File: src/hdl/nfba_ram.sv
`timescale 1ns / 1ps
module nfba_ram #(
    parameter int WIDTH = 8,
    parameter int DEPTH = 16,
    localparam int AW = $clog2(DEPTH)
) (
    input  logic             i_clk,
    input  logic             i_we,
    input  logic [AW-1:0]    i_waddr,
    input  logic [WIDTH-1:0] i_wdata,
    input  logic             i_re,
    input  logic [AW-1:0]    i_raddr,
    output logic [WIDTH-1:0] o_rdata
);

    logic [WIDTH-1:0] mem [DEPTH];
    logic [WIDTH-1:0] r_rdata;

    always_ff @(posedge i_clk) begin
        if (i_we) begin
            mem[i_waddr] <= i_wdata;
        end
    end

    // read data holds while no read is issued
    always_ff @(posedge i_clk) begin
        if (i_re) begin
            r_rdata <= mem[i_raddr];
        end
    end

    assign o_rdata = r_rdata;

endmodule

File: config.mk
export PLATFORM = sky130hd
export DESIGN_NAME = nfba_ram
export DESIGN_NICKNAME = d
export VERILOG_FILES = /design/src/hdl/nfba_ram.sv
export SDC_FILE = /design/constraint.sdc
export NUM_CORES = 1
export LEC_CHECK = 0
export BUFFER_PORTS_ARGS = -buffer_cell sky130_fd_sc_hd__buf_2
export CORE_MARGIN = 2
export CORE_UTILIZATION = 26
export CTS_CLUSTER_DIAMETER = 50
export DETAILED_ROUTE_END_ITERATION = 10
export HOLD_SLACK_MARGIN = 0.02
export SLEW_MARGIN = 10
export SYNTH_ARGS = -nofsm -noshare
export SYNTH_HDL_FRONTEND = slang
export SYNTH_SLANG_ARGS = --single-unit
export TNS_END_PERCENT = 1
File: constraint.sdc
create_clock -name i_clk -period 2.1 [get_ports i_clk]
set_input_delay 0.42 -clock i_clk [delete_from_list [all_inputs] [get_ports i_clk]]
set_output_delay 0.42 -clock i_clk [all_outputs]
set_load 0.01 [all_outputs]
Word-level counts from Yosys, hierarchy flattened
Memories as Yosys holds them, arrays and structs flattened. A register that Yosys moved wholly into a read port is not among the register bits.
Index checks and enable logic that the tools add are counted.

word-level totals
  bits in writable memories = 128
  memories kept = 1
  register bits = 0
  output and inout port bits = 8

memory list
  name  words  bits a word  read ports  clocked after Yosys merged registers in  write ports  line  RTL
  mem   16     8            1           1                                        1            16    logic [WIDTH-1:0] mem [DEPTH];

cells by class
  multiplexer cells = 2

operators by type and width
  operator           count
  1-bit two-way mux  2

Logic depth before layout (Yosys ltp)
  word-level depth = 2
  depth in mapped cells = 5

Worst setup path before layout
Ideal clock, no wire load.

  kind = input -> register
  start = input i_waddr[2]
  end = memory mem[0][0], enable pin
  library setup time = 0.383 ns
  data required time = 1.717 ns
  cell stages on the path = 2
  buffers on the path = 0
  slack = 0.187 ns
  data arrival time = 1.530 ns
  cells stage by stage = or3b_2 > nor3_1

RTL lines
  what             line  RTL
  start, declared  9     input logic [AW-1:0] i_waddr,
  end, declared    16

No word-level cell before the write port.

==> results by group <==
Status
  • Status: complete, no violations

Timing
  • Fin crit period: 1.670 ns
  • Fin crit share: 79.51%
  • Final hold vios: 0
  • Final Skew: 0.004401 ns
  • Final setup fails: 0
  • RSZ-0062 raised after global routing: false
  • Maximum clock frequency: 598.9 MHz
  • Setup Total Neg Slack: 0 ns
  • Pins Over Slew Limit: 0
  • Rel. slew slack: 69.53%
  • Hold_ws: 0.4000 ns
  • Slew @ Worst Pin: 0.4570 ns

Logic synthesis
  • Number of flops mapped to enable cells by yosys: 136
  • Post-synthesis cell type count: 18
  • Top cells by count, synth: 136 x edfxtp_1, 18 x mux4_2, 16 x a22oi_1, 14 x mux4_1, 13 x nor2_1
  • Most common cell in the netlist: edfxtp_1
  • Largest family of logic cells by synthesized area: multiplexers
  • Post-synthesis cell count: 229
  • Syn Nets: 248
  • Adder-cell share of the synthesized area: 0%
  • Post-Synth Simple-Gate Area: 3.135%
  • Synthesized area per cell: 22.83 µm²
  • Mapped cell area: 5228 µm²
  • Syn. warnings: 0
  • Compound-gate portion of the synthesized area: 2.298%
  • Synth Area in XOR/XNOR: 0%
  • Area contributors post-synth: edfxtp_1 78%, mux4_2 7.8%, mux4_1 7.0%, a22oi_1 2.3%, nor2_1 0.93%
  • Sequential area share after synthesis: 78.12%
  • Yosys reg bits: 136
  • Predominant post-synthesis flop cell: edfxtp_1
  • Mux share of post-synthesis cell area: 14.79%
  • Post-synth top area cell: edfxtp_1
  • Area fraction of the dominant cell type after synthesis: 78.12%
  • Synth async-reset ratio: 0%

Setup path
  • CP required: 2.25 ns
  • Worst Path Max Fanout: 22
  • Worst path cell trace: buf_2 > buf_12 > mux4_1 > a22oi_1 > nand2_1
  • Slowest CP cell: mux4_1
  • Critical Path Max Stage Delay: 0.56 ns
  • Crit path kind: in -> reg
  • R2R depth: 3
  • Startpoint Class: input port
  • CP endpoint kind: flop
  • Critical path arrival: 1.82 ns

GRT
  • Global-route wire length before repair: 16110 µm
  • Total track usage: 10.50%
  • Initial antenna violation count: 0
  • Vias in the first global route: 2669
  • Largest net degree at the start of global routing: 23
  • Grt total ovfl: 0

Finish
  • Antenna diodes: 0
  • FF/Latch Area: 4084 µm²
  • Fin util: 32.82%
  • Area Growth Syn to Fin: 22.98%
  • Fill cells: 1841
  • Nets: 310
  • Final cell count without fillers: 569
  • Multi-input logic area: 1057 µm²
  • Layout cells sized above 1: 33.22%

Floorplanning
  • Die area: 21260 µm²
  • Site Rows: 51
  • Starting density of the core: 26.68%
  • Core ar.: 19590 µm²
  • Num ports: 27
  • Chip height: 145.8 µm
  • Die Wd: 145.8 µm

Drt
  • Post-DRT Antenna Nets: 0
  • DRC viols: 0
  • DRT iter0 DRCs: 201
  • Detailed Route WL: 10460 µm
  • Vias: 2431
  • Drt pass-1 iters: 4
  • Drt wl/cell: 18.38 µm
  • Vias/cell: 4.272

Pwr
  • Sequential share of power: 48.9%
  • Pwr dens: 978.1 nW/µm²
  • NetSw: 0.001250 W
  • Switch share: 19.88%
  • Clock share of power: 46.4%
  • Logic gate share of total power: 4.7%
  • Peak VDD IR: 0.0004513 V
  • Total power: 0.006288 W
  • Leak: 2.141 nW
  • Internal power: 0.005038 W

Clocking
  • Cts repair resizes: 0
  • H-Tree Depth: 4
  • Cts bufs inserted: 17
  • Hold buffer count at CTS: 0
  • Clock net sink count: 136
  • Max clock buf depth: 2
  • Skew-Pair Late Insertion Delay: 0.41 ns
  • Clk root buf: clkbuf_16
  • CTS clk-pin slew, worst paths: 0.06 ns
  • CTS tree: built
  • Post-CTS setup buffer count: 0

Placed design
  • Cells after DPL: 537
  • Input/output buffers: 26
  • Post-detail-place hpwl: 6921 µm
  • Placer Congestion: 0.7116

Min path
  • Hold WC Path Type: in -> reg
  • Hold depth: 1

Run
  • Max-cap violations: 0
==> sequential cells by signal, summed over array words and instances, names as in the netlist <==
| signal | count |
|---|---|
| mem | 128 |
| o_rdata | 8 |
==> critical path, delay by kind of cell <==
kind | cells | cell delay [ns]
simple gates | 1 | 0.11
buf+inv | 2 | 0.40
mux | 1 | 0.56
compound gates | 1 | 0.32
==> path summary, 6_finish.rpt <==
check | from | to | slack (ns)
hold / removal | i_wdata[6] | mem[6][6]$_DFFE_PP_ | 0.40
setup reg to reg | mem[0][1]$_DFFE_PP_ | o_rdata[1]$_DFFE_PP_ | 0.57
setup / recovery | i_raddr[0] | o_rdata[3]$_DFFE_PP_ | 0.43
hold reg to reg | mem[12][4]$_DFFE_PP_ | o_rdata[4]$_DFFE_PP_ | 0.75
==> layer usage <==
layer,wire length (µm),vias up,global-route usage (%)
li1,-,1104,-
met1,4533,1249,12.87
met2,5145,73,16.65
met3,643,5,3.260
met4,133,0,5.588
met5,0,-,0
==> cells by family after synthesis <==
| group | count (synthesis) |
|---|---|
| AND/OR/NAND/NOR | 35 |
| flip-flops | 136 |
| buffers and inverters | 10 |
| multiplexers | 32 |
| AO/OA/AOI/OAI | 16 |
==> power groups by stage <==
| stage | combinational [W] | sequential (W) | clock (W) |
|---|---|---|---|
| after detailed placement | 0.000300 | 0.00313 | 0 |
| final | 0.000294 | 0.00308 | 0.00292 |
| after CTS | 0.000301 | 0.00308 | 0.00297 |
| after global placement | 0.000293 | 0.00313 | 0 |
| after floorplan | 0.000154 | 0.00313 | 0 |
| after global routing | 0.000323 | 0.00308 | 0.00308 |
==> placed cells by master, fill, tap and decap left out, drive strengths merged <==
cell type,instances
edfxtp,136
buf,53
mux4,32
clkbuf,18
a22oi,16
nor2,13
nand2,9
clkinv,6
nor3,4
clkinvlp,4
bufinv,3
nand3b,2
nand2b,2
nor2b,1
and2,1
and2b,1
nand3,1
or3b,1
inv,1
==> final cells by class <==
class,count,area share (%)
Sequential cell,136,63.53
Multi-Input combinational cell,83,16.45
Clock buffer,18,6.676
Timing Repair Buffer,53,5.761
Tap cell,265,5.158
Clock inverter,14,2.433
==> through the flow <==
stage	setup slack [ns]	area, µm²
2_1_floorplan	0.1871	5228
5_1_grt	0.3667	6429
3_5_place_dp	0.01051	5843
6_report	0.4303	6429
3_3_place_gp	0.04915	5843
4_1_cts	0.4584	6429
(Power assumes the default switching activity.)
